[src/rtl/hssd_pkg.sv]
// Package for the sequence symbol decoder: item structs, codes, limits.
// No dependencies; used by every module of the block.
`default_nettype none
package hssd_pkg;
	localparam int TableDepth  = 256;
	localparam int MaxCodeBits = 16;
	localparam int AccW        = 16;

	localparam logic [1:0] CMD_CLEAR = 2'd0;
	localparam logic [1:0] CMD_LOAD  = 2'd1;
	localparam logic [1:0] CMD_START = 2'd2;
	localparam logic [1:0] CMD_BIT   = 2'd3;

	localparam logic [1:0] ST_OK     = 2'd0;
	localparam logic [1:0] ST_NOCODE = 2'd1;
	localparam logic [1:0] ST_IDLE   = 2'd2;

	typedef struct packed {
		logic [1:0]  command;
		logic [7:0]  entry_symbol;
		logic [4:0]  entry_length;
		logic [15:0] entry_code;
		logic [15:0] sequence_count;
		logic        code_bit;
	} in_item_t;

	typedef struct packed {
		logic [7:0] symbol;
		logic [1:0] status;
		logic       last;
	} out_item_t;

	typedef struct packed {
		logic accept;
		logic prep;
		logic scan;
		logic emit;
	} ctl_t;

	typedef struct packed {
		logic seq_zero;
		logic scan_last;
		logic need_out;
		logic out_free;
	} stat_t;
endpackage
`default_nettype wire

[src/rtl/hssd_ctrl.sv]
// Controller: sequences input acceptance, table scan and result emission.
// Depends on hssd_pkg; drives hssd_datapath.
`default_nettype none
module hssd_ctrl import hssd_pkg::*; (
	input  wire logic  clk,
	input  wire logic  arst_n,
	input  wire logic  in_valid,
	input  wire logic  in_bit,
	output logic       in_stall,
	input  wire stat_t stat,
	output ctl_t       ctl
);
	localparam logic [2:0] S_IDLE = 3'd0;
	localparam logic [2:0] S_PREP = 3'd1;
	localparam logic [2:0] S_SCAN = 3'd2;
	localparam logic [2:0] S_TAIL = 3'd3;
	localparam logic [2:0] S_EMIT = 3'd4;

	logic [2:0] state_q, state_d;

	assign in_stall = state_q != S_IDLE;

	always_comb begin
		state_d    = state_q;
		ctl        = '0;
		case (state_q)
			S_IDLE: begin
				ctl.accept = in_valid;
				if (in_valid && in_bit) state_d = S_PREP;
			end
			S_PREP: begin
				ctl.prep = 1'b1;
				state_d  = stat.seq_zero ? S_EMIT : S_SCAN;
			end
			S_SCAN: begin
				ctl.scan = 1'b1;
				if (stat.scan_last) state_d = S_TAIL;
			end
			S_TAIL: state_d = S_EMIT;
			S_EMIT: begin
				if (!stat.need_out) begin
					state_d = S_IDLE;
				end else if (stat.out_free) begin
					ctl.emit = 1'b1;
					state_d  = S_IDLE;
				end
			end
			default: state_d = S_IDLE;
		endcase
	end

	always_ff @(posedge clk or negedge arst_n) begin
		if (!arst_n) state_q <= S_IDLE;
		else state_q <= state_d;
	end
endmodule
`default_nettype wire

[config.mk]
export PLATFORM = sky130hd
export DESIGN_NAME = hssd_ctrl
export DESIGN_NICKNAME = d
export VERILOG_FILES = /design/src/rtl/hssd_pkg.sv /design/src/rtl/hssd_ctrl.sv
export SDC_FILE = /design/constraint.sdc
export NUM_CORES = 1
export LEC_CHECK = 0
export ABC_AREA = 1
export BUFFER_PORTS_ARGS = -buffer_cell sky130_fd_sc_hd__buf_2
export CORE_AREA = 2 2 39 41
export CTS_BUF_LIST = sky130_fd_sc_hd__clkbuf_2
export CTS_CLUSTER_SIZE = 10
export DETAILED_ROUTE_END_ITERATION = 7
export DIE_AREA = 0 0 41 43
export PLACE_DENSITY = 0.32
export SETUP_SLACK_MARGIN = 0.5
export SYNTH_ARGS = -nofsm -noshare
export SYNTH_HDL_FRONTEND = slang
export SYNTH_SLANG_ARGS = --single-unit
[constraint.sdc]
create_clock -name clk -period 1.75 [get_ports clk]
set_input_delay 0.2625 -clock clk [delete_from_list [all_inputs] [get_ports clk]]
set_output_delay 0.2625 -clock clk [all_outputs]
set_load 0.02 [all_outputs]
==> results of run 1 <==
layer usage:
layer	part of all wire (%)	up-vias
met5	0	-
li1	-	138
met4	0	0
met3	6.9	0
met2	53	9
met1	40	103
final timing paths:
path / slack, ns / endpoint / cells after the start
worst max-delay path: 0.40 / ctl[3] / 4
worst min-delay path: 0.25 / state_q[1] / 2
worst max register to register: 0.46 / state_q[1] / 8
worst min register to register: 0.58 / state_q[2] / 2
max in group asynchronous: 1.25 / state_q[2] / 2
min in group asynchronous: 0.38 / state_q[1] / 2
report_power, final:
group	leakage, nW	internal [W]	switching [W]
combinational	0.181	0.000287	0.000245
sequential	0.0359	0.000103	0.0000418
clock	0.0166	0.0000603	0.0000369
cell families (layout without fill, tap and decap cells):
kind of cell    count (synthesis)  count (layout)  synth area share, %
compound gates                  2               2                9.029
buf+inv                         7              32                13.55
flops                           3               3                38.71
simple gates                   17              17                38.70
synth_stat cells:
cell type,number,area [um^2]
inv_2,2,7.510
nor2_2,2,12.51
nand3_1,5,25.02
nand2_1,4,15.01
dfrtp_1,3,75.07
o22ai_2,1,12.51
o21ai_0,1,5.000
inv_1,5,18.77
nor2_1,6,22.52
cell type report:
cell class	instances	area, um^2
fill	166	962.2
timing repair buffer	21	165.2
multi-input combinational	19	112.6
sequential	3	77.57
inverter	7	26.28
clock buffer	4	20.02
tap	16	20.02
metrics by stage:
step                utilization (%)  worst slack [ns]  hold slack, ns  cells  cell area (um^2)
detailed placement            20.16            0.5105         0.05927     57             279.0
floorplan                         -            0.5238        -0.03309     29             198.9
CTS                           28.21            0.3760          0.2514     69             390.4
global placement              20.16            0.5223         0.06353     57             279.0
finish                        30.47            0.4048          0.2543     70             421.7
global route                  30.47            0.3249          0.2405     70             421.7
timing repair:
action,CTS,global route
buffers inserted,7,1
gates resized for setup,10,8
pin swaps,4,5
endpoints found under the setup margin,5,6
hold endpoints to repair,3,0
hold buffers,1,0
==> out/metrics.cfg, run 1 <==
[logic_synthesis]
netlist_area_um2=193.9
syn-num-nets=37
netlist-cell-type-count=9
synth-warning-count=0
syn_inst=29
yosysSeqAreaShare_pct=38.71
synth-seq-cells=3
synth.avg_cell_area_um2=6.687

[cts]
cts.htree.levels=1
clkSinkCount=3
clk_path_buf_depth=2
clkTransAtPathRegs_ns=0.04
clkLatencyLatePin_ns=0.20
cts_tree=yes
numCtsBuffers=3
cts_root_buffer=clkbuf_2

[sta]
rsz0062_at_grt=true
setup_violations=0
slew_headroom_pct=89.04
tns_ns=0
drv_slew=0
layout_worst_path_cycle_share_pct=76.87
fmax_mhz=743.4
worst_slew_pin_slew_ns=0.1644
finClkSkew_ns=0.001206
hold_violations=0
period_needed_ns=1.345

[critical_path]
path_common_cell=nor2_4
crit_chain=nor2_4 > nand2_2 > nor2_4 > buf_6
r2r-start=state_q[0]
worst-path-buf-inv=1
cp-end-kind=primary output
critPathArrivalTime_ns=1.08
crit_type=reg2out
required_ns=1.49
critPathMaxFanout=4
crit_start=state_q[2]
crit_family=flip-flops
cp-start-kind=flip-flop
max_stage_delay_ns=0.43
slowest_stage=dfrtp_2

[finish]
top_regs=state_q (3)
syn_to_final_growth_pct=117.4
final_cell_mix=7 x buf_2, 7 x buf_4, 6 x buf_6
antennaDiodeCount=0
drive_gt1_share_pct=64.81
nets=63
largest_register=state_q
largest_reg_flops=3

[global_route]
gr-max-usage-layer=met2
grt_use_total_pct=9.063
met3_usage_pct=3.141
grt.met1_usage_pct=10.39
grt_pass1_vias=253
gr-usage-met2_pct=11.56
grt_max_degree=6
grt_overflow=0
grt_pass1_wl_um=993
antenna_found_initial=0

[die]
rows=14
die_h_um=43
ios=13
core_um2=1384
initial_core_util_pct=14.01
dieArea_um2=1763
die_x_um=41

[route]
drt-initial-drc-count=2
via_per_inst=3.571
drt.antenna.violating_nets=0
wl_per_cell_um=8.486
drtPass1Iterations=4
post-route-drc-count=0
wl_um=594
vias=250

[min_path]
min-delay-start=stat[3]
hp-class=in2reg

[pwr]
peakVddDrop_uv=586.7
total_power_w=0.0007736
power.density_nw_per_um2=1835
p_leak_nw=0.2340

[run]
drv_cap=0

[placed_design]
dp_hpwl_um=412.7
portBuffers=12
gp_congestion=0.7136

[outcome]
status=finished clean

(Power assumes the default switching activity.)
==> run 2, diff against run 1 <==
==> constraint.sdc (replaced) <==
create_clock -name clk -period 1.4 [get_ports clk]
set_input_delay 0.21 -clock clk [delete_from_list [all_inputs] [get_ports clk]]
set_output_delay 0.21 -clock clk [all_outputs]
set_load 0.02 [all_outputs]
==> run 2 against run 1 <==
  * Clock power up 29%
  * Power rose by 36%
  * Wire length rose by 1.5%
  * Count of clock-buffer cells in the layout stayed put
  * Via count rose by 4.0%
  * Critical path type unchanged
  * Largest cell class unchanged
  * Largest power group unchanged
==> out/metrics.cfg, run 2 (same netlist as run 1, synthesis figures left out) <==
[outcome]
status=finished clean

[sta]
slew_headroom_pct=88.66  ; -0.38 points
drv_slew=0  ; unchanged
fmax_mhz=761.4
rsz0062_at_grt=true
hold_violations=0  ; unchanged
setup_violations=0  ; unchanged
finClkSkew_ns=0.0007276  ; -0.0004789 ns
tns_ns=0  ; unchanged
layout_worst_path_cycle_share_pct=93.82
period_needed_ns=1.313
worst_slew_pin_slew_ns=0.1701  ; +0.005632 ns

[finish]
syn_to_final_growth_pct=131.6
largest_register=state_q
nets=63  ; unchanged
antennaDiodeCount=0  ; unchanged
largest_reg_flops=3  ; unchanged
final_cell_mix=8 x buf_4, 7 x buf_2, 5 x nor2_4, 5 x buf_6
final_common_cell=buf_4
top_regs=state_q (3)
drive_gt1_share_pct=74.07  ; +9.3 points

[route]
via_per_inst=3.714  ; +4.0%
wl_um=603  ; +1.5%
drtPass1Iterations=1  ; -3
drt-initial-drc-count=0  ; -2
post-route-drc-count=0  ; unchanged
vias=260  ; +4.0%
drt.antenna.violating_nets=0  ; unchanged
wl_per_cell_um=8.614  ; +1.5%

[critical_path]
required_ns=1.19  ; -0.30 ns
crit_chain=nor2_4 > inv_2 > nor2_4 > buf_6
slowest_stage=dfrtp_2
cp-end-kind=primary output
critPathArrivalTime_ns=1.10  ; +0.02 ns
max_stage_delay_ns=0.43  ; about the same
crit_type=reg2out
path_common_cell=nor2_4
cp-start-kind=flip-flop
critPathMaxFanout=4  ; unchanged

[cts]
cts_root_buffer=clkbuf_2
clk_path_buf_depth=2  ; unchanged
numCtsBuffers=3  ; unchanged
cts.htree.levels=1  ; unchanged
clkTransAtPathRegs_ns=0.05  ; about the same
clkSinkCount=3  ; unchanged
cts_tree=yes
clkLatencyLatePin_ns=0.21  ; about the same

[die]
core_um2=1384  ; unchanged
ios=13  ; unchanged
initial_core_util_pct=14.01  ; unchanged
dieArea_um2=1763  ; unchanged
die_h_um=43  ; unchanged
rows=14  ; unchanged
die_x_um=41  ; unchanged

[global_route]
grt_pass1_vias=267  ; +5.5%
grt_max_degree=6  ; unchanged
grt_use_total_pct=7.847  ; -1.2 points
grt_pass1_wl_um=931  ; -6.2%
antenna_found_initial=0  ; unchanged
grt_overflow=0  ; unchanged

[pwr]
p_leak_nw=0.2348  ; +0.37%
p_comb_share_pct=71.1  ; +2.4 points
seqPwrFrac_pct=17.0  ; -1.7 points
intPower_w=0.0005872  ; +30%
peakVddDrop_uv=708.7  ; +21%
power.density_nw_per_um2=2346  ; +28%
switching_share_pct=44.28  ; +2.5 points
total_power_w=0.001054  ; +36%
power.net_switching_w=0.0004666  ; +44%
clkPwrFrac_pct=11.9  ; -0.7 points

[placed_design]
dp_hpwl_um=413.9  ; +0.29%
portBuffers=12  ; unchanged
gp_congestion=0.7231  ; +1.3%

[min_path]
hp-class=in2reg

[run]
drv_cap=0  ; unchanged

==> run 2: cell counts in the layout (fill, tap and decap cells not counted) <==
No cell type changed its count.
==> run 2: power groups by stage <==
| stage | combinational (W) | clock, W | sequential [W] |
|---|---|---|---|
| after global placement | 0.000432 | 0 | 0.000176 |
| final | 0.000750 | 0.000125 | 0.000179 |
| after detailed placement | 0.000429 | 0 | 0.000174 |
| after global routing | 0.000809 | 0.000139 | 0.000186 |
| after floorplan | 0.000334 | 0 | 0.000165 |
| after CTS | 0.000630 | 0.000130 | 0.000174 |
==> run 2: metal layers <==
layer  up-vias  share of wire, %  GRT usage, %
met4         0                 0         2.000
li1        137                 -             -
met3         0               7.5         4.712
met2         8                53         12.50
met1       115                39         8.414
met5         -                 0             0
==> run 2: path summary, 6_finish.rpt <==
check,to,cells after the start,slack [ns],startpoint
max,ctl[1],4,0.09,state_q[0]
min,state_q[1],2,0.20,stat[3]
max reg2reg,state_q[1],6,0.22,state_q[1]
min reg2reg,state_q[2],2,0.61,state_q[1]
max in group asynchronous,state_q[0],2,0.96,arst_n
min in group asynchronous,state_q[2],2,0.32,arst_n
==> run 2: metrics by stage <==
stage | hold WS, ns | setup WS, ns | utilization (%) | cell area (um^2) | std cells
floorplan | -0.08559 | 0.3595 | - | 226.5 | 29
global placement | 0.004592 | 0.2684 | 22.15 | 306.5 | 57
detailed placement | 0.008419 | 0.2573 | 22.15 | 306.5 | 57
CTS | 0.1866 | 0.08112 | 30.29 | 419.2 | 69
global route | 0.1895 | 0.01948 | 32.46 | 449.2 | 70
finish | 0.2011 | 0.08655 | 32.46 | 449.2 | 70
==> run 2: cell type report <==
type,instances,area (um^2)
Clock buffer,4,20.02
Fill cell,161,934.6
Inverter,7,26.28
Multi-Input combinational cell,19,145.1
Sequential cell,3,76.32
Tap cell,16,20.02
Timing Repair Buffer,21,161.4
==> run 2: what timing repair did <==
item                                   CTS  global route
pin swaps                                3             2
setup buffers                            7             1
hold buffers                             1             0
resized for setup                       10             8
setup endpoints to repair                6             8
endpoints found under the hold margin    3             0
==> run 2: critical path: cells and delay by family, from the launching register on <==
kind          cells  cell delay, ns
buf+inv           2            0.20
flops             1            0.43
simple gates      2            0.27
==> run 3, diff against run 2 <==
--- a/config.mk
+++ b/config.mk
@@ -12,8 +12,7 @@
 export CTS_CLUSTER_SIZE = 10
 export DETAILED_ROUTE_END_ITERATION = 7
 export DIE_AREA = 0 0 41 43
-export PLACE_DENSITY = 0.32
-export SETUP_SLACK_MARGIN = 0.5
+export PLACE_DENSITY = 0.46
 export SYNTH_ARGS = -nofsm -noshare
 export SYNTH_HDL_FRONTEND = slang
 export SYNTH_SLANG_ARGS = --single-unit
==> run 3 against run 2 <==
  * Via count is 6.5% lower
  * First-iteration DRC count up 6
  * Worst hold slack better by 0.0079 ns
  * Final cell count down 11%
  * Power is 35% lower
  * Flip-flop and latch count did not move
  * Combinational power down 49%
  * Maximum frequency is 1.4% higher
  * Wire length is 20% lower
  * Clock power about the same
  * Critical endpoint is now ctl[3]
  * Largest power group unchanged
==> out/metrics.cfg, run 3 (same netlist as run 1, synthesis figures left out) <==
[route]
drt-initial-drc-count=6  ; +6
wl_per_cell_um=7.774  ; -9.8%
drt.antenna.violating_nets=0  ; unchanged
drtPass1Iterations=5  ; +4
vias=243  ; -6.5%
via_per_inst=3.919  ; +5.5%
post-route-drc-count=0  ; unchanged
wl_um=482  ; -20%

[pwr]
seqPwrFrac_pct=26.4  ; +9.4 points
p_leak_nw=0.1891  ; -19%
peakVddDrop_uv=582.8  ; -18%
p_comb_share_pct=55.6  ; -15 points
power.net_switching_w=0.0003309  ; -29%
intPower_w=0.0003505  ; -40%
switching_share_pct=48.56  ; +4.3 points
total_power_w=0.0006814  ; -35%
power.density_nw_per_um2=2111  ; -10%
clkPwrFrac_pct=18.0  ; +6.1 points

[sta]
hold_violations=0  ; unchanged
slew_headroom_pct=88.40  ; -0.26 points
fmax_mhz=772.2  ; +1.4%
tns_ns=0  ; unchanged
setup_violations=0  ; unchanged
worst_slack_ns=0.1049  ; +0.01837 ns
worst_slew_pin_slew_ns=0.1740  ; +0.003889 ns
rsz0062_at_grt=true
finClkSkew_ns=0.005205  ; +0.004478 ns
drv_slew=0  ; unchanged
layout_worst_path_cycle_share_pct=92.51  ; -1.3 points
period_needed_ns=1.295  ; -0.01837 ns

[finish]
antennaDiodeCount=0  ; unchanged
top_regs=state_q (3)
final_common_cell=buf_2
stdcell_area_um2=322.8  ; -28%
syn_to_final_growth_pct=66.45
nets=55  ; -13%
drive_gt1_share_pct=52.17  ; -22 points
largest_register=state_q
final_cell_mix=9 x buf_2, 5 x inv_1, 5 x nand3_1
largest_reg_flops=3  ; unchanged
instances_no_fill=62  ; -11%

[min_path]
hp-class=in2reg

[critical_path]
max_stage_delay_ns=0.43  ; about the same
crit_type=reg2out
worst-path-buf-inv=1  ; -1
critPathArrivalTime_ns=1.09  ; about the same
slowest_stage=dfrtp_2
worst-r2r-setup-slack_ns=0.50  ; +0.28 ns
critPathMaxFanout=4  ; unchanged
cp-start-kind=flip-flop
required_ns=1.19  ; about the same
crit_chain=nor2_4 > nand2_1 > nor2_2 > buf_4
crit_family=flip-flops
cp-end-kind=primary output

[placed_design]
post-place-ws_ns=0.2697  ; +0.01234 ns
gp_congestion=0.7527  ; +4.1%
placed_cell_area_um2=274.0  ; -11%
placed_cells=57  ; unchanged
portBuffers=12  ; unchanged

[cts]
numCtsBuffers=3  ; unchanged
clkLatencyLatePin_ns=0.21  ; about the same
cts.htree.levels=1  ; unchanged
postCtsSetupRepairBufs=0  ; -7
clkTransAtPathRegs_ns=0.05  ; about the same
clkSinkCount=3  ; unchanged
cts_root_buffer=clkbuf_2
cts_tree=yes
clk_path_buf_depth=2  ; unchanged

[global_route]
grt_max_degree=6  ; unchanged
grt_pass1_vias=212  ; -21%
grt_pass1_wl_um=752  ; -19%
grt_use_total_pct=6.727  ; -1.1 points
grt_overflow=0  ; unchanged
antenna_found_initial=0  ; unchanged

[die]
ios=13  ; unchanged
die_x_um=41  ; unchanged
rows=14  ; unchanged
core_um2=1384  ; unchanged
die_h_um=43  ; unchanged
initial_core_util_pct=14.01  ; unchanged
dieArea_um2=1763  ; unchanged

[run]
drv_cap=0  ; unchanged

[outcome]
status=finished clean

==> run 3: changes by cell type in the layout (fill, tap and decap cells not counted), moves of 2 or more <==
cell / delta
nor2_1: +3
nand2_1: +2
buf_4: -5
nor2_4: -4
inv_1: +2
inv_2: -2
buf_6: -5
buf_2: +2
==> run 3: final cells by class <==
| cell class | instances | area (um^2) |
|---|---|---|
| clock buffer | 4 | 20.02 |
| tap | 16 | 20.02 |
| inverter | 7 | 26.28 |
| fill | 157 | 1061 |
| timing repair buffer | 13 | 77.57 |
| sequential | 3 | 76.32 |
| multi-input combinational | 19 | 102.6 |
==> run 3: worst paths after layout <==
kind	start	end	cells past startpoint
min in group asynchronous	arst_n	state_q[0]	2
hold / removal	stat[3]	state_q[1]	2
hold reg to reg	state_q[1]	state_q[2]	2
max in group asynchronous	arst_n	state_q[2]	2
setup reg to reg	state_q[2]	state_q[0]	4
setup / recovery	state_q[2]	ctl[3]	4
==> run 3: repair_timing <==
item	4_1_cts	5_1_grt
hold buffers	1	0
setup endpoints to repair	0	4
endpoints found under the hold margin	3	0
gates resized for setup	0	7
==> run 3: power groups by stage <==
stage	Combinational (W)	Clock (W)	Sequential, W
after floorplan	0.000257	0	0.000156
after global placement	0.000348	0	0.000162
after detailed placement	0.000350	0	0.000164
after CTS	0.000354	0.000130	0.000163
after global routing	0.000422	0.000145	0.000186
final	0.000379	0.000123	0.000180
==> run 3: layer usage <==
layer	vias up	track usage, %	part of all wire, %
met5	-	0	0
met4	0	2.000	0
met3	0	6.283	11
met2	10	9.375	50
met1	111	7.074	39
li1	122	-	-
==> run 3: worst register-to-register path: stages (launching register included) <==
cell and delay [ns]:
dfrtp_2 0.43, nor2_4 0.15, nand3_1 0.08, nand3_1 0.09
nor2_1 0.05
==> run 3: stage by stage <==
step	util [%]	hold slack, ns
finish	23.33	0.2090
global route	23.33	0.1859
CTS	21.97	0.2000
detailed placement	19.80	0.01058
global placement	19.80	0.009263
floorplan	-	-0.08559
